## src/tbvc_pkg.sv

```systemverilog
// Package for the triangle tile binning block with vertex index compaction.
// Holds sequencer states, memory control struct, register codes, constants and a times3 helper.
// No dependencies.
`timescale 1ns / 1ps

package tbvc_pkg;

    typedef enum logic [2:0] {
        S_CLEAR,
        S_CLR_OUT,
        S_IDLE,
        S_A,
        S_B,
        S_C
    } t_state;

    typedef struct packed {
        logic rd_en;
        logic wr_used;
        logic used_val;
        logic wr_index;
    } t_mem_ctl;

    localparam int unsigned CFG_INDEX_W = 2;
    localparam logic [CFG_INDEX_W-1:0] CFG_TILE_U_LOW  = 2'd0;
    localparam logic [CFG_INDEX_W-1:0] CFG_TILE_U_HIGH = 2'd1;

    localparam logic signed [31:0] TILE_U_LOW_RESET  = 32'sh0000_0000;
    localparam logic signed [31:0] TILE_U_HIGH_RESET = 32'sh7FFF_FFFF;

    localparam logic [23:0] FACE_MAX   = 24'hFF_FFFF;
    localparam logic [16:0] VERTEX_MAX = 17'h1_FFFF;

    function automatic logic signed [33:0] times3(input logic signed [31:0] v);
        logic signed [33:0] w;
        w = $signed({{2{v[31]}}, v});
        return (w <<< 1) + w;
    endfunction

endpackage

```

## src/tbvc_range_check.sv

```systemverilog
// Tile range check: holds 3*low and 3*high bounds and the face u coordinates,
// compares the u sum against the bounds. Uses tbvc_pkg.
`timescale 1ns / 1ps

module tbvc_range_check (
    input  logic                               i_clk,
    input  logic                               i_rst_n,
    input  logic                               i_cfg_we,
    input  logic [tbvc_pkg::CFG_INDEX_W-1:0]   i_cfg_index,
    input  logic [31:0]                        i_cfg_data,
    input  logic                               i_load,
    input  logic signed [31:0]                 i_coord_a,
    input  logic signed [31:0]                 i_coord_b,
    input  logic signed [31:0]                 i_coord_c,
    output logic                               o_in_range
);

    logic signed [33:0] r_lo3, r_hi3;
    logic signed [31:0] r_ca, r_cb, r_cc;
    logic signed [33:0] sum;

    always_ff @(posedge i_clk) begin
        if (!i_rst_n) begin
            r_lo3 <= tbvc_pkg::times3(tbvc_pkg::TILE_U_LOW_RESET);
            r_hi3 <= tbvc_pkg::times3(tbvc_pkg::TILE_U_HIGH_RESET);
        end else if (i_cfg_we) begin
            case (i_cfg_index)
                tbvc_pkg::CFG_TILE_U_LOW:  r_lo3 <= tbvc_pkg::times3($signed(i_cfg_data));
                tbvc_pkg::CFG_TILE_U_HIGH: r_hi3 <= tbvc_pkg::times3($signed(i_cfg_data));
                default: ;
            endcase
        end
    end

    always_ff @(posedge i_clk) begin
        if (i_load) begin
            r_ca <= i_coord_a;
            r_cb <= i_coord_b;
            r_cc <= i_coord_c;
        end
    end

    assign sum = $signed({{2{r_ca[31]}}, r_ca}) + $signed({{2{r_cb[31]}}, r_cb})
               + $signed({{2{r_cc[31]}}, r_cc});

    assign o_in_range = (sum >= r_lo3) && (sum < r_hi3);

endmodule

```

## config.mk

```make
export PLATFORM = sky130hd
export DESIGN_NAME = tbvc_range_check
export DESIGN_NICKNAME = d
export VERILOG_FILES = /design/src/tbvc_pkg.sv /design/src/tbvc_range_check.sv
export SDC_FILE = /design/constraint.sdc
export NUM_CORES = 1
export LEC_CHECK = 0
export BUFFER_PORTS_ARGS = -buffer_cell sky130_fd_sc_hd__clkbuf_2
export CAP_MARGIN = 0
export CORE_MARGIN = 4
export CORE_UTILIZATION = 46
export CTS_BUF_LIST = sky130_fd_sc_hd__clkbuf_16
export DETAILED_ROUTE_END_ITERATION = 7
export GPL_TIMING_DRIVEN = 0
export PLACE_DENSITY = 0.68
export SYNTH_ARGS = -nofsm -noshare
export SYNTH_HDL_FRONTEND = slang
export SYNTH_SLANG_ARGS = --single-unit
export TNS_END_PERCENT = 10
```

## constraint.sdc

```tcl
create_clock -name i_clk -period 4.9 [get_ports i_clk]
set_input_delay 0.49 -clock i_clk [delete_from_list [all_inputs] [get_ports i_clk]]
set_output_delay 0.49 -clock i_clk [all_outputs]
set_load 0.02 [all_outputs]
```

==> metrics, run 1 <==
status=finished, violations left; violated checks=negative setup slack; Slew Limit Fails=0; setup violators final=1; clk_skew=0 ps; FFs w/ async S/R, synth=0%; dpl ws=-849 ps; Pint=3.40 mW; H-tree depth=4; Avg Vias per Cell=5.37; Netlist cell types=70; first-pass GRT wire length=40800 um; CTS tree=done; Die Y=162 um; post-synthesis register bit count=164; fmax=0.175 GHz; Worst-Skew Late Latency=430 ps; actual slew at the worst max-slew pin=639 ps; Seq pwr share=30.2%; Syn Nets=1370; Net Sw Frac=36.1%; layout cells sized above 1=18.5%; DRT iter0 DRCs=402; Filler cells=2048; switching power=1.92 mW; Rel. slew slack=57.4%; Inserted Diodes=0; Critical Path AT=5220 ps; Initial Utilization=47.3%; CTS hold repair buffers=0; CTS max path bufs=2; IO buf count=134; sequential share of the synthesized area=39.2%; vias in the first global route=8512; Synth Cell Area=0.0108 mm2; Crit. End Element=output port; Fin. Hold Viols=0; DP HPWL=19400 um; Post-Syn Instances=1072; Root Buffer=clkbuf_16; number of clock sinks=164; Warnings, synthesis=0; routed wire length=24500 um; Power, Total=5.32 mW; leakage power=5.67 nW; combinational fraction of design power=46.2%; TritonCTS Buffers=17; GRT Util Overall=19.1%; initial antenna violation count=0; Power Density=414 mW/mm2; Clock power frac=23.6%; Crit Path Category=register to output port; Tmin final=5710 ps; Crit path required time=4410 ps; Fin Hold WS=233 ps; routed len/inst=15.6 um; global placement routability congestion=0.843; die area=0.0261 mm2; Final Cell Area=0.0129 mm2; Avg Inst Size Synth=10.1 um2; final critical-path share of the clock period=117%; pin count of the biggest net entering global routing=72; Area Overhead vs Synth=18.7%; RSZ-0062 raised after global routing=true; DRT Pass-1 Iters=5; most used flip-flop cell after synthesis=edfxtp_1; Max FO, Critical Path=3; Max IR drop VDD=260 uV; EDFF count, synth=96; CTS clk-pin slew, worst paths=70 ps; max_cap viols=0; row count=55; setup TNS=-812 ps; nets=1541; placed inst area=0.0119 mm2; core area=0.0229 mm2; via count=8418; setup ws final=-812 ps; DRC=0; Hold Crit Class=primary input to register; Die Wd=162 um; Post-DRT Antenna Nets=0; number of I/O pins=135; grt ovf=0; startpoint types=register
power by group through the flow:
stage                     Clock (mW)  Combinational (mW)  Sequential, mW
after floorplan                    0                1.63            1.63
after global placement             0                2.10            1.64
after detailed placement           0                2.15            1.64
after CTS                       1.27                2.43            1.61
after global routing            1.34                2.78            1.62
final                           1.25                2.46            1.61
worst paths after layout:
| kind | startpoint | to | slack, ps | cells past startpoint |
|---|---|---|---|---|
| min reg2reg | r_lo3[4]$_SDFFE_PN0P_ | r_lo3[4]$_SDFFE_PN0P_ | 460 | 2 |
| max reg2reg | r_lo3[27]$_SDFFE_PN0P_ | r_lo3[27]$_SDFFE_PN0P_ | 4070 | 4 |
| min | i_coord_a[31] | r_ca[31]$_DFFE_PP_ | 230 | 1 |
| max | r_cc[1]$_DFFE_PP_ | o_in_range | -810 | 20 |
sequential cells by signal, summed over array words and instances (netlist names):
| register | flops |
|---|---|
| r_ca | 32 |
| r_lo3 | 34 |
| r_hi3 | 34 |
| r_cb | 32 |
| r_cc | 32 |
per-layer routing:
metal	track usage [%]	part of all wire, %	up-vias	wire length (um)
met3	3.27	3.5	36	851
met2	34.9	51	168	12500
li1	-	-	4257	-
met5	0	0	-	0
met1	23.4	44	3957	10700
met4	5.08	1.9	0	459
cell families (layout without fill, tap and decap cells):
logic type,after synthesis,in the layout,share of synthesized area (%)
mux,4,4,0.404
xor+xnor,50,50,4.04
compound gates,316,316,19.5
simple gates,250,250,11.3
buf+inv,124,308,4.31
flops,164,164,39.2
fa+ha+maj,164,164,21.3
layout by cell type (no fill, tap or decap), drive strengths merged, types with 40 or more instances in the layout:
| cell type | instances |
|---|---|
| nand2 | 98 |
| dfxtp | 68 |
| ha | 130 |
| a21oi | 105 |
| nor2 | 40 |
| o21ai | 42 |
| clkbuf | 177 |
| a21o | 57 |
| inv | 102 |
| edfxtp | 96 |
worst max-delay path: stages (launching register included):
cell and delay, ps:
edfxtp_1 400, fa_1 500, ha_2 200, buf_4 130, a211o_1 290, o211ai_1 180
a211o_1 230, a21oi_2 80, o31a_1 360, o31ai_4 270, a211o_4 210, a211o_1 160
o311ai_4 110, ha_1 310, and3_4 180, nand4_1 210, nor2_4 160, buf_4 150
nand4_1 220, o2bb2a_4 290, clkbuf_8 140
per-stage QoR:
step	std cells	utilization, %
after floorplan	1072	-
after global placement	1519	52.0
after detailed placement	1520	52.1
after CTS	1568	55.9
after global routing	1569	56.1
final	1569	56.1
layout make-up:
| class | instances | area [um2] | area share (%) |
|---|---|---|---|
| buffer | 28 | 106 | 0.827 |
| clock buffer | 19 | 475 | 3.70 |
| clock inverter | 13 | 78.8 | 0.613 |
| inverter | 96 | 360 | 2.80 |
| multi-input combinational | 784 | 6370 | 49.5 |
| sequential | 164 | 4240 | 33.0 |
| tap | 313 | 392 | 3.04 |
| timing repair buffer | 152 | 837 | 6.51 |
cells in the mapped netlist, types with 21 or more instances:
cell type,number,share of area (%)
nor2_1,40,1.4
nand2_1,98,3.4
edfxtp_1,96,27
clkbuf_1,23,0.80
xnor2_1,35,2.8
inv_1,96,3.3
nand4_1,21,1.2
a21oi_1,103,4.8
a21o_1,57,3.9
nand3_1,24,1.1
dfxtp_1,68,13
ha_1,130,15
o211ai_1,36,2.5
o21ai_0,39,1.8
fa_1,34,6.3
repair_timing:
| action | CTS | global route |
|---|---|---|
| endpoints found under the setup margin | 1 | 1 |
| pin swaps | 48 | 6 |
| buffers inserted | 16 | 1 |
| resized for setup | 38 | 5 |
Note: power is estimated with default switching activity, not from simulation.
==> inputs of run 2 (changes only) <==
SKIP_LAST_GASP = 1   (was default)
==> metrics, run 2 (synthesis gave the netlist of run 1 again) <==
Fin. Hold Viols=0; Clock power frac=23.6%; core area=0.0229 mm2; Final Util=56.1%; grt ovf=0; max_cap viols=0; CTS max path bufs=2; H-tree depth=4; Tmin final=5720 ps; GRT Util Overall=19.1%; critical path's top delay family=compound AO/OA/AOI/OAI gates; Die Wd=162 um; fmax=0.175 GHz; nets=1541; Area Overhead vs Synth=18.6%; setup violators final=1; Worst-Skew Late Latency=430 ps; global placement routability congestion=0.843; actual slew at the worst max-slew pin=640 ps; die area=0.0261 mm2; Die Y=162 um; Avg Vias per Cell=5.37; Filler cells=2050; Rel. slew slack=57.4%; DRC=0; CP peak stage delay=500 ps; Inserted Diodes=0; DRT iter0 DRCs=401; final critical-path share of the clock period=117%; via count=8428; Seq pwr share=30.3%; DP HPWL=19400 um; min-delay src=i_coord_a[31]; CTS clk-pin slew, worst paths=70 ps; Crit path required time=4410 ps; first-pass GRT wire length=40800 um; Power Density=413 mW/mm2; Critical Path AT=5230 ps; Slowest-stage cell, CP=fa_1; Root Buffer=clkbuf_16; violated checks=negative setup slack; commonest non-fill, non-tap cell in the layout=clkbuf_2; routed wire length=24500 um; CTS hold repair buffers=0; R2R cell count=4; routed len/inst=15.6 um; Initial Utilization=47.3%; combinational fraction of design power=46.2%; number of clock sinks=164; vias in the first global route=8512; Reg-to-Reg Start=r_lo3[27]$_SDFFE_PN0P_; Finished Layout Cells=1569; number of I/O pins=135; setup ws final=-818 ps; switching power=1.92 mW; Worst R2R Setup Slack=4070 ps; Net Sw Frac=36.1%; placed cell count=1520; Worst Hold End=r_ca[31]$_DFFE_PP_; Post-DRT Antenna Nets=0; Max IR drop VDD=260 uV; layout cells sized above 1=18.5%; Crit. End Element=output port; most frequent cells in the layout=clkbuf_2 (133), ha_1 (128), inv_1 (97), nand2_1 (97), edfxtp_1 (96); row count=55; RSZ-0062 raised after global routing=true; hold path depth=1; CTS tree=done; top flop regs=r_hi3: 34 flops, r_lo3: 34 flops; setup TNS=-818 ps; TritonCTS Buffers=17; Pint=3.40 mW; Hold Crit Class=primary input to register; IO buf count=134; worst path cell trace=fa_1 > ha_2 > inv_2 > fa_2 > nor2b_1 > o21a_1 > o21ai_2 > a21oi_4 > o41ai_4 > o211ai_1 > a31o_2 > a21oi_2 > xnor2_2 > ha_1 > a21o_1 > a21o_1 > a21oi_2 > nor2_1 > nor2_2 > o2111ai_2 > and3b_1 > o2bb2a_4 > clkbuf_8; worst flop-to-flop path endpoint=r_lo3[27]$_SDFFE_PN0P_; Max FO, Critical Path=3; pin count of the biggest net entering global routing=72; initial antenna violation count=0; clk_skew=0 ps; status=finished, violations left; Slew Limit Fails=0; Crit Path Category=register to output port; DRT Pass-1 Iters=6; WP buf/inv=2; leakage power=5.67 nW; startpoint types=register
run 2: changes by cell type in the layout (fill, tap and decap cells not counted):
cell     delta
a21oi_4     -1
a21oi_2     +1
run 2: metrics by stage:
stage                     hold WS, ps  power [mW]  instance area (um2)  setup slack, ps
after global placement            444        3.74                11900             -781
final                             234        5.32                12900             -818
after floorplan                   436        3.25                10900             17.6
after global routing              214        5.73                12900            -1070
after detailed placement          450        3.79                11900             -849
after CTS                         217        5.31                12800             -757
run 2: worst max path at each step:
stage,from,to,slack [ps],cells past startpoint
3_5_place_dp,r_ca[1]$_DFFE_PP_,o_in_range,-850,23
2_1_floorplan,r_ca[1]$_DFFE_PP_,o_in_range,20,21
4_1_cts,r_cc[1]$_DFFE_PP_,o_in_range,-760,23
5_1_grt,r_cc[1]$_DFFE_PP_,o_in_range,-1070,23
3_3_place_gp,r_ca[1]$_DFFE_PP_,o_in_range,-780,23
6_report,r_cc[1]$_DFFE_PP_,o_in_range,-820,23
run 2: power groups by stage:
stage | clock network [mW] | registers, mW | logic, mW
after floorplan | 0 | 1.63 | 1.63
after global placement | 0 | 1.64 | 2.10
after detailed placement | 0 | 1.64 | 2.15
after CTS | 1.27 | 1.61 | 2.43
after global routing | 1.34 | 1.62 | 2.77
final | 1.25 | 1.61 | 2.45
run 2: metal layers:
layer	share of wire [%]	track usage [%]	wire length, um
met2	51	34.9	12500
met3	3.4	3.27	840
met4	1.8	5.08	432
met5	0	0	0
met1	44	23.4	10700
run 2: timing repair:
item	CTS	global route
endpoints found under the hold margin	0	0
resized for setup	38	4
endpoints found under the setup margin	1	1
pin swaps	48	6
setup buffers	16	1
run 2: layout make-up:
class / count / area, um2 / area share [%]
Multi-Input combinational cell: 784 / 6360 / 49.5
Sequential cell: 164 / 4240 / 33.0
Timing Repair Buffer: 152 / 837 / 6.51
Clock buffer: 19 / 475 / 3.70
Tap cell: 313 / 392 / 3.05
Inverter: 96 / 360 / 2.80
Buffer: 28 / 106 / 0.827
Clock inverter: 13 / 78.8 / 0.613
