<file path="config.mk">
export PLATFORM = sky130hd
export DESIGN_NAME = tbvc_ctrl
export DESIGN_NICKNAME = d
export VERILOG_FILES = /design/src/tbvc_pkg.sv /design/src/tbvc_ctrl.sv
export SDC_FILE = /design/constraint.sdc
export NUM_CORES = 1
export LEC_CHECK = 0
export BUFFER_PORTS_ARGS = -buffer_cell sky130_fd_sc_hd__buf_2
export CORE_ASPECT_RATIO = 2
export CORE_MARGIN = 1
export CORE_UTILIZATION = 56
export DETAILED_ROUTE_END_ITERATION = 6
export MAX_ROUTING_LAYER = met4
export PLACE_DENSITY = 0.87
export SYNTH_ARGS = -nofsm -noshare
export SYNTH_HDL_FRONTEND = slang
export SYNTH_SLANG_ARGS = --single-unit
export TNS_END_PERCENT = 10
</file>
<file path="constraint.sdc">
create_clock -name i_clk -period 7.18 [get_ports i_clk]
set_input_delay 0.718 -clock i_clk [delete_from_list [all_inputs] [get_ports i_clk]]
set_output_delay 0.718 -clock i_clk [all_outputs]
set_load 0.005 [all_outputs]
</file>
<file path="src/tbvc_pkg.sv">
// Package for the triangle tile binning block with vertex index compaction.
// Holds sequencer states, memory control struct, register codes, constants and a times3 helper.
// No dependencies.
`timescale 1ns / 1ps

package tbvc_pkg;

    typedef enum logic [2:0] {
        S_CLEAR,
        S_CLR_OUT,
        S_IDLE,
        S_A,
        S_B,
        S_C
    } t_state;

    typedef struct packed {
        logic rd_en;
        logic wr_used;
        logic used_val;
        logic wr_index;
    } t_mem_ctl;

    localparam int unsigned CFG_INDEX_W = 2;
    localparam logic [CFG_INDEX_W-1:0] CFG_TILE_U_LOW  = 2'd0;
    localparam logic [CFG_INDEX_W-1:0] CFG_TILE_U_HIGH = 2'd1;

    localparam logic signed [31:0] TILE_U_LOW_RESET  = 32'sh0000_0000;
    localparam logic signed [31:0] TILE_U_HIGH_RESET = 32'sh7FFF_FFFF;

    localparam logic [23:0] FACE_MAX   = 24'hFF_FFFF;
    localparam logic [16:0] VERTEX_MAX = 17'h1_FFFF;

    function automatic logic signed [33:0] times3(input logic signed [31:0] v);
        logic signed [33:0] w;
        w = $signed({{2{v[31]}}, v});
        return (w <<< 1) + w;
    endfunction

endpackage

</file>
<file path="src/tbvc_ctrl.sv">
// Sequencer: accepts items, runs three read-modify-write lookups in the map,
// forwards repeated indices, keeps counts, clears the map, drives the result.
// Uses tbvc_pkg.
`timescale 1ns / 1ps

module tbvc_ctrl #(
    parameter int DEPTH = 65536,
    parameter int AW    = 16
) (
    input  logic                i_clk,
    input  logic                i_rst_n,
    input  logic                i_valid,
    output logic                o_in_stall,
    input  logic                i_req_type,
    input  logic [15:0]         i_index_a,
    input  logic [15:0]         i_index_b,
    input  logic [15:0]         i_index_c,
    output logic                o_load,
    input  logic                i_in_range,
    output tbvc_pkg::t_mem_ctl  o_mem_ctl,
    output logic [AW-1:0]       o_rd_addr,
    output logic [AW-1:0]       o_wr_addr,
    output logic [15:0]         o_wr_index,
    input  logic                i_rd_used,
    input  logic [15:0]         i_rd_index,
    output logic                o_out_valid,
    input  logic                i_out_stall,
    output logic                o_in_tile,
    output logic [15:0]         o_new_a,
    output logic [15:0]         o_new_b,
    output logic [15:0]         o_new_c,
    output logic [23:0]         o_faces_in_tile,
    output logic [16:0]         o_vertices_in_tile
);

    localparam logic [16:0]   DEPTH_L = 17'(DEPTH);
    localparam logic [AW-1:0] LAST    = AW'(DEPTH - 1);

    tbvc_pkg::t_state r_state, n_state;

    logic [15:0]   r_ia, r_ib, r_ic, n_ia, n_ib, n_ic;
    logic [15:0]   r_na, r_nb, n_na, n_nb, nc;
    logic          r_pass, n_pass;
    logic [16:0]   r_vcount, n_vcount, vinc;
    logic [23:0]   r_fcount, n_fcount;
    logic [AW-1:0] r_clr_addr, n_clr_addr;
    logic          r_clr_report, n_clr_report;

    logic          r_out_valid, n_out_valid;
    logic          r_o_in_tile, n_o_in_tile;
    logic [15:0]   r_o_new_a, r_o_new_b, r_o_new_c, n_o_new_a, n_o_new_b, n_o_new_c;
    logic [23:0]   r_o_faces, n_o_faces;
    logic [16:0]   r_o_verts, n_o_verts;

    logic          accept, out_free, face_ok;
    logic [15:0]   lookup;

    function automatic logic idx_ok(input logic [15:0] idx);
        return {1'b0, idx} < DEPTH_L;
    endfunction

    assign accept   = i_valid && (r_state == tbvc_pkg::S_IDLE);
    assign out_free = !r_out_valid || !i_out_stall;
    assign face_ok  = i_in_range && idx_ok(r_ia) && idx_ok(r_ib) && idx_ok(r_ic);
    assign lookup   = i_rd_used ? i_rd_index : r_vcount[15:0];
    assign vinc     = (r_vcount < tbvc_pkg::VERTEX_MAX) ? r_vcount + 17'd1 : r_vcount;

    always_comb begin
        n_state = r_state;
        case (r_state)
            tbvc_pkg::S_IDLE: begin
                if (accept) begin
                    n_state = i_req_type ? tbvc_pkg::S_CLEAR : tbvc_pkg::S_A;
                end
            end
            tbvc_pkg::S_CLEAR: begin
                if (r_clr_addr == LAST) begin
                    n_state = r_clr_report ? tbvc_pkg::S_CLR_OUT : tbvc_pkg::S_IDLE;
                end
            end
            tbvc_pkg::S_CLR_OUT: begin
                if (out_free) n_state = tbvc_pkg::S_IDLE;
            end
            tbvc_pkg::S_A: n_state = tbvc_pkg::S_B;
            tbvc_pkg::S_B: n_state = tbvc_pkg::S_C;
            tbvc_pkg::S_C: begin
                if (out_free) n_state = tbvc_pkg::S_IDLE;
            end
            default: n_state = tbvc_pkg::S_IDLE;
        endcase
    end

    always_comb begin
        o_mem_ctl    = '0;
        o_rd_addr    = i_index_a[AW-1:0];
        o_wr_addr    = r_ia[AW-1:0];
        o_wr_index   = r_vcount[15:0];
        n_ia         = r_ia;
        n_ib         = r_ib;
        n_ic         = r_ic;
        n_na         = r_na;
        n_nb         = r_nb;
        nc           = 16'd0;
        n_pass       = r_pass;
        n_vcount     = r_vcount;
        n_fcount     = r_fcount;
        n_clr_addr   = r_clr_addr;
        n_clr_report = r_clr_report;
        n_out_valid  = r_out_valid && i_out_stall;
        n_o_in_tile  = r_o_in_tile;
        n_o_new_a    = r_o_new_a;
        n_o_new_b    = r_o_new_b;
        n_o_new_c    = r_o_new_c;
        n_o_faces    = r_o_faces;
        n_o_verts    = r_o_verts;
        case (r_state)
            tbvc_pkg::S_IDLE: begin
                if (accept) begin
                    n_ia = i_index_a;
                    n_ib = i_index_b;
                    n_ic = i_index_c;
                    if (i_req_type) begin
                        n_vcount     = '0;
                        n_fcount     = '0;
                        n_clr_addr   = '0;
                        n_clr_report = 1'b1;
                    end else begin
                        o_mem_ctl.rd_en = 1'b1;
                    end
                end
            end
            tbvc_pkg::S_CLEAR: begin
                o_mem_ctl.wr_used  = 1'b1;
                o_mem_ctl.used_val = 1'b0;
                o_wr_addr          = r_clr_addr;
                n_clr_addr         = r_clr_addr + 1'b1;
            end
            tbvc_pkg::S_CLR_OUT: begin
                if (out_free) begin
                    n_out_valid = 1'b1;
                    n_o_in_tile = 1'b0;
                    n_o_new_a   = '0;
                    n_o_new_b   = '0;
                    n_o_new_c   = '0;
                    n_o_faces   = r_fcount;
                    n_o_verts   = r_vcount;
                end
            end
            tbvc_pkg::S_A: begin
                o_mem_ctl.rd_en = 1'b1;
                o_rd_addr       = r_ib[AW-1:0];
                o_wr_addr       = r_ia[AW-1:0];
                n_pass          = face_ok;
                n_na            = '0;
                if (face_ok) begin
                    n_na = lookup;
                    if (!i_rd_used) begin
                        o_mem_ctl.wr_used  = 1'b1;
                        o_mem_ctl.used_val = 1'b1;
                        o_mem_ctl.wr_index = 1'b1;
                        n_vcount           = vinc;
                    end
                end
            end
            tbvc_pkg::S_B: begin
                o_mem_ctl.rd_en = 1'b1;
                o_rd_addr       = r_ic[AW-1:0];
                o_wr_addr       = r_ib[AW-1:0];
                n_nb            = '0;
                if (r_pass) begin
                    if (r_ib == r_ia) begin
                        n_nb = r_na;
                    end else begin
                        n_nb = lookup;
                        if (!i_rd_used) begin
                            o_mem_ctl.wr_used  = 1'b1;
                            o_mem_ctl.used_val = 1'b1;
                            o_mem_ctl.wr_index = 1'b1;
                            n_vcount           = vinc;
                        end
                    end
                end
            end
            tbvc_pkg::S_C: begin
                o_wr_addr = r_ic[AW-1:0];
                if (out_free) begin
                    if (r_pass) begin
                        if (r_ic == r_ib) begin
                            nc = r_nb;
                        end else if (r_ic == r_ia) begin
                            nc = r_na;
                        end else begin
                            nc = lookup;
                            if (!i_rd_used) begin
                                o_mem_ctl.wr_used  = 1'b1;
                                o_mem_ctl.used_val = 1'b1;
                                o_mem_ctl.wr_index = 1'b1;
                                n_vcount           = vinc;
                            end
                        end
                        if (r_fcount != tbvc_pkg::FACE_MAX) begin
                            n_fcount = r_fcount + 24'd1;
                        end
                    end
                    n_out_valid = 1'b1;
                    n_o_in_tile = r_pass;
                    n_o_new_a   = r_na;
                    n_o_new_b   = r_nb;
                    n_o_new_c   = nc;
                    n_o_faces   = n_fcount;
                    n_o_verts   = n_vcount;
                end
            end
            default: ;
        endcase
    end

    always_ff @(posedge i_clk) begin
        if (!i_rst_n) begin
            r_state      <= tbvc_pkg::S_CLEAR;
            r_pass       <= 1'b0;
            r_vcount     <= '0;
            r_fcount     <= '0;
            r_clr_addr   <= '0;
            r_clr_report <= 1'b0;
            r_out_valid  <= 1'b0;
        end else begin
            r_state      <= n_state;
            r_pass       <= n_pass;
            r_vcount     <= n_vcount;
            r_fcount     <= n_fcount;
            r_clr_addr   <= n_clr_addr;
            r_clr_report <= n_clr_report;
            r_out_valid  <= n_out_valid;
        end
    end

    always_ff @(posedge i_clk) begin
        r_ia        <= n_ia;
        r_ib        <= n_ib;
        r_ic        <= n_ic;
        r_na        <= n_na;
        r_nb        <= n_nb;
        r_o_in_tile <= n_o_in_tile;
        r_o_new_a   <= n_o_new_a;
        r_o_new_b   <= n_o_new_b;
        r_o_new_c   <= n_o_new_c;
        r_o_faces   <= n_o_faces;
        r_o_verts   <= n_o_verts;
    end

    assign o_in_stall         = (r_state != tbvc_pkg::S_IDLE);
    assign o_load             = accept;
    assign o_out_valid        = r_out_valid;
    assign o_in_tile          = r_o_in_tile;
    assign o_new_a            = r_o_new_a;
    assign o_new_b            = r_o_new_b;
    assign o_new_c            = r_o_new_c;
    assign o_faces_in_tile    = r_o_faces;
    assign o_vertices_in_tile = r_o_verts;

endmodule

</file>
==> qor.csv <==
metric,value,unit
synth.distinct_cells,70,
cts_tree,yes,
routed.top_layer,met4,
skew,15.6,ps
clk_pin_slew,70,ps
ctsResizeCount,0,
syn_nets,1209,
grt_antenna_before_repair,0,
cts_setup_buffers,0,
critPathKind,register to output pin,
wl_per_cell,20.1,um
cts_buffers,20,
worst_pin_slew,1280,ps
drc,0,
drtPass1Iterations,6,
cts.sinks,233,
max-vdd-ir-drop,0.000207,V
cp_cell_sequence,"buf_4, nor3b_2, buf_4, a32oi_1, a211oi_1, or2_2, buf_2",
hold_violations,0,
avgViaCountPerCell,6.09,
area.growth.synth_to_final,15.5,%
syn_avg_cell_area,10.5,um^2
via_count,9627,
timing.setup.tns,0,ps
drv_cap,0,
power_density,193,nW/um^2
num_antenna_cells,0,
core_area,20900,um^2
cp_common_cell,buf_4,
p_leak,5.15,nW
fin_crit_sh,57.2,%
die_area,21900,um^2
path_delay_family,simple AND/OR/NAND/NOR gates,
ys_warn_count,0,
drive_gt1_share,22.4,%
nFillCells,1578,
power,2.66,mW
multi_input_area,5050,um^2
htree_num_levels,1,
path_depth,7,
grt_max_degree,91,
setup_viol,0,
synth_edf_count,170,
min_period,4110,ps
relSlewSlack,14.5,%
synth_ff_type,edfxtp_1,
cp_max_fo,29,
rr_startpoint,r_state[0]$_SDFFE_PN0P_,
drt_iter0_drc,689,
num-nets-final,1372,
clk_latency,520,ps
ant_nets,0,
min_delay_path_depth,1,
r2r_cells,8,
grt_overflow,0,
seq_area,6370,um^2
routed_wl,31800,um
path_buf_inv,3,
ioPinCount,216,
ys_seq_elements,233,
gr-usage-all-layers,29.7,%
clockRootBuffer,clkbuf_16,
postCtsHoldBufs,0,
hpwl,22800,um
rows,75,
mostFrequentLayoutCells,"buf_2 (215), edfxtp_1 (170), nor2_1 (118)",
crit_path_start_kind,register,
chipWidth,105,um
cp_slowest_cell,nor3b_2,
cts.path.max_buffers,3,
hold-path-endpoint,r_ib[0]$_DFFE_PP_,
final_common_cell,buf_2,
fp.dieH,208,um
min_from,i_index_b[0],
required,6460,ps
ff2ff_setup_slack,3510,ps
wl_met3,1840,um
utilization,65.9,%
endpoint_kind,output pin,
slew_viol_final,0,
reg2reg_to,r_vcount[15]$_SDFFE_PN0P_,
portBuffers,215,
async_flop_share,0,%
routedLengthMet1,10700,um
synth.cell_area,11900,um^2
ys_seq_area_share,53.3,%
arrival,3390,ps
min-delay-path-class,primary input to register,
max_stage_delay,1000,ps
grt_setup_unrepaired,no,
grt_pass1_vias,9571,
syn_inst,1134,
start_util,57.0,%
fmax,0.243,GHz
wl_met2,17500,um
gp_congestion,0.980,
grt_pass1_wl,49100,um
outcome,"finished, final reports clean",
holdWs,371,ps
## synth_stat cells (all sizes together) (20+ instances only)
cell type | number | area [um^2]
dfxtp | 63 | 1260
nand4 | 23 | 144
nor2 | 119 | 447
o21ai | 40 | 200
and2 | 20 | 125
nor4 | 22 | 144
edfxtp | 170 | 5100
xor2 | 75 | 657
a21oi | 27 | 139
xnor2 | 27 | 236
nand3 | 34 | 170
clkbuf | 56 | 210
a211oi | 27 | 203
buf | 33 | 190
inv | 35 | 131
nor2b | 21 | 131
nand2 | 96 | 360
a22oi | 34 | 255
mux2i | 48 | 480
## routing by layer
layer	GRT usage [%]	vias up
met4	17.7	0
li1	-	4459
met3	3.60	123
met1	29.5	4574
met5	-	-
met2	54.3	471
## flip-flops by register name (all words and copies together), names as in the netlist
name	cells
r_vcount	17
r_pass	1
r_clr_addr	16
r_fcount	24
r_ic	16
o_in_tile	1
o_vertices_in_tile	17
r_ib	16
r_state	3
o_faces_in_tile	24
r_clr_report	1
r_ia	16
o_new_a	16
o_new_c	16
o_new_b	16
r_na	16
o_out_valid	1
r_nb	16
## worst max path at each step
stage | startpoint | to | slack, ps
floorplan | r_state[0]$_SDFFE_PN0P_ | o_faces_in_tile[0]$_DFFE_PP_ | 1220
global placement | r_state[2]$_SDFFE_PN0P_ | o_mem_ctl[2] | 3720
detailed placement | r_state[0]$_SDFFE_PN0P_ | r_vcount[15]$_SDFFE_PN0P_ | 3560
CTS | r_state[2]$_SDFFE_PN0P_ | o_mem_ctl[2] | 3080
global route | r_state[2]$_SDFFE_PN0P_ | o_mem_ctl[2] | 2860
finish | r_state[2]$_SDFFE_PN0P_ | o_mem_ctl[2] | 3070
## through the flow
stage	instances	instance area, um^2	worst slack (ps)
global route	1580	13800	2860
CTS	1580	13800	3080
floorplan	1134	11900	1220
global placement	1544	13100	3720
finish	1580	13800	3070
detailed placement	1544	13100	3560
## logic make-up after synthesis
| logic type | Yosys count | share of synthesized area (%) |
|---|---|---|
| and+or+nand+nor | 400 | 16.4 |
| DFF | 233 | 53.3 |
| AOI/OAI and AO/OA | 202 | 12.0 |
| buffers and inverters | 126 | 4.52 |
| xor gates and xnor gates | 102 | 7.49 |
| muxes | 67 | 5.82 |
| adders and majority gates | 4 | 0.419 |
## final cells by class
| cell class | count | area share (%) |
|---|---|---|
| clock buffers | 29 | 4.48 |
| repair buffers | 230 | 8.62 |
| clock inverters | 7 | 0.635 |
| well taps | 269 | 2.44 |
| multi-input cells | 775 | 36.6 |
| inverters | 37 | 1.01 |
| flip-flops and latches | 233 | 46.2 |
## worst reg2reg max path, stage by stage, from the launching register on
cell and delay [ps]:
dfxtp_1 320, buf_4 330, and3b_1 220, buf_4 340, nand2_1 500, inv_1 390, nand3_1 610, a211o_1 580
o311ai_0 280
## power by group
group | total [mW] | switching, mW | internal [mW]
registers | 1.43 | 0.00304 | 1.43
logic | 0.0726 | 0.0402 | 0.0324
clock network | 1.16 | 0.486 | 0.670
total | 2.66 | 0.530 | 2.13
Power figures use the tool's default switching activity.
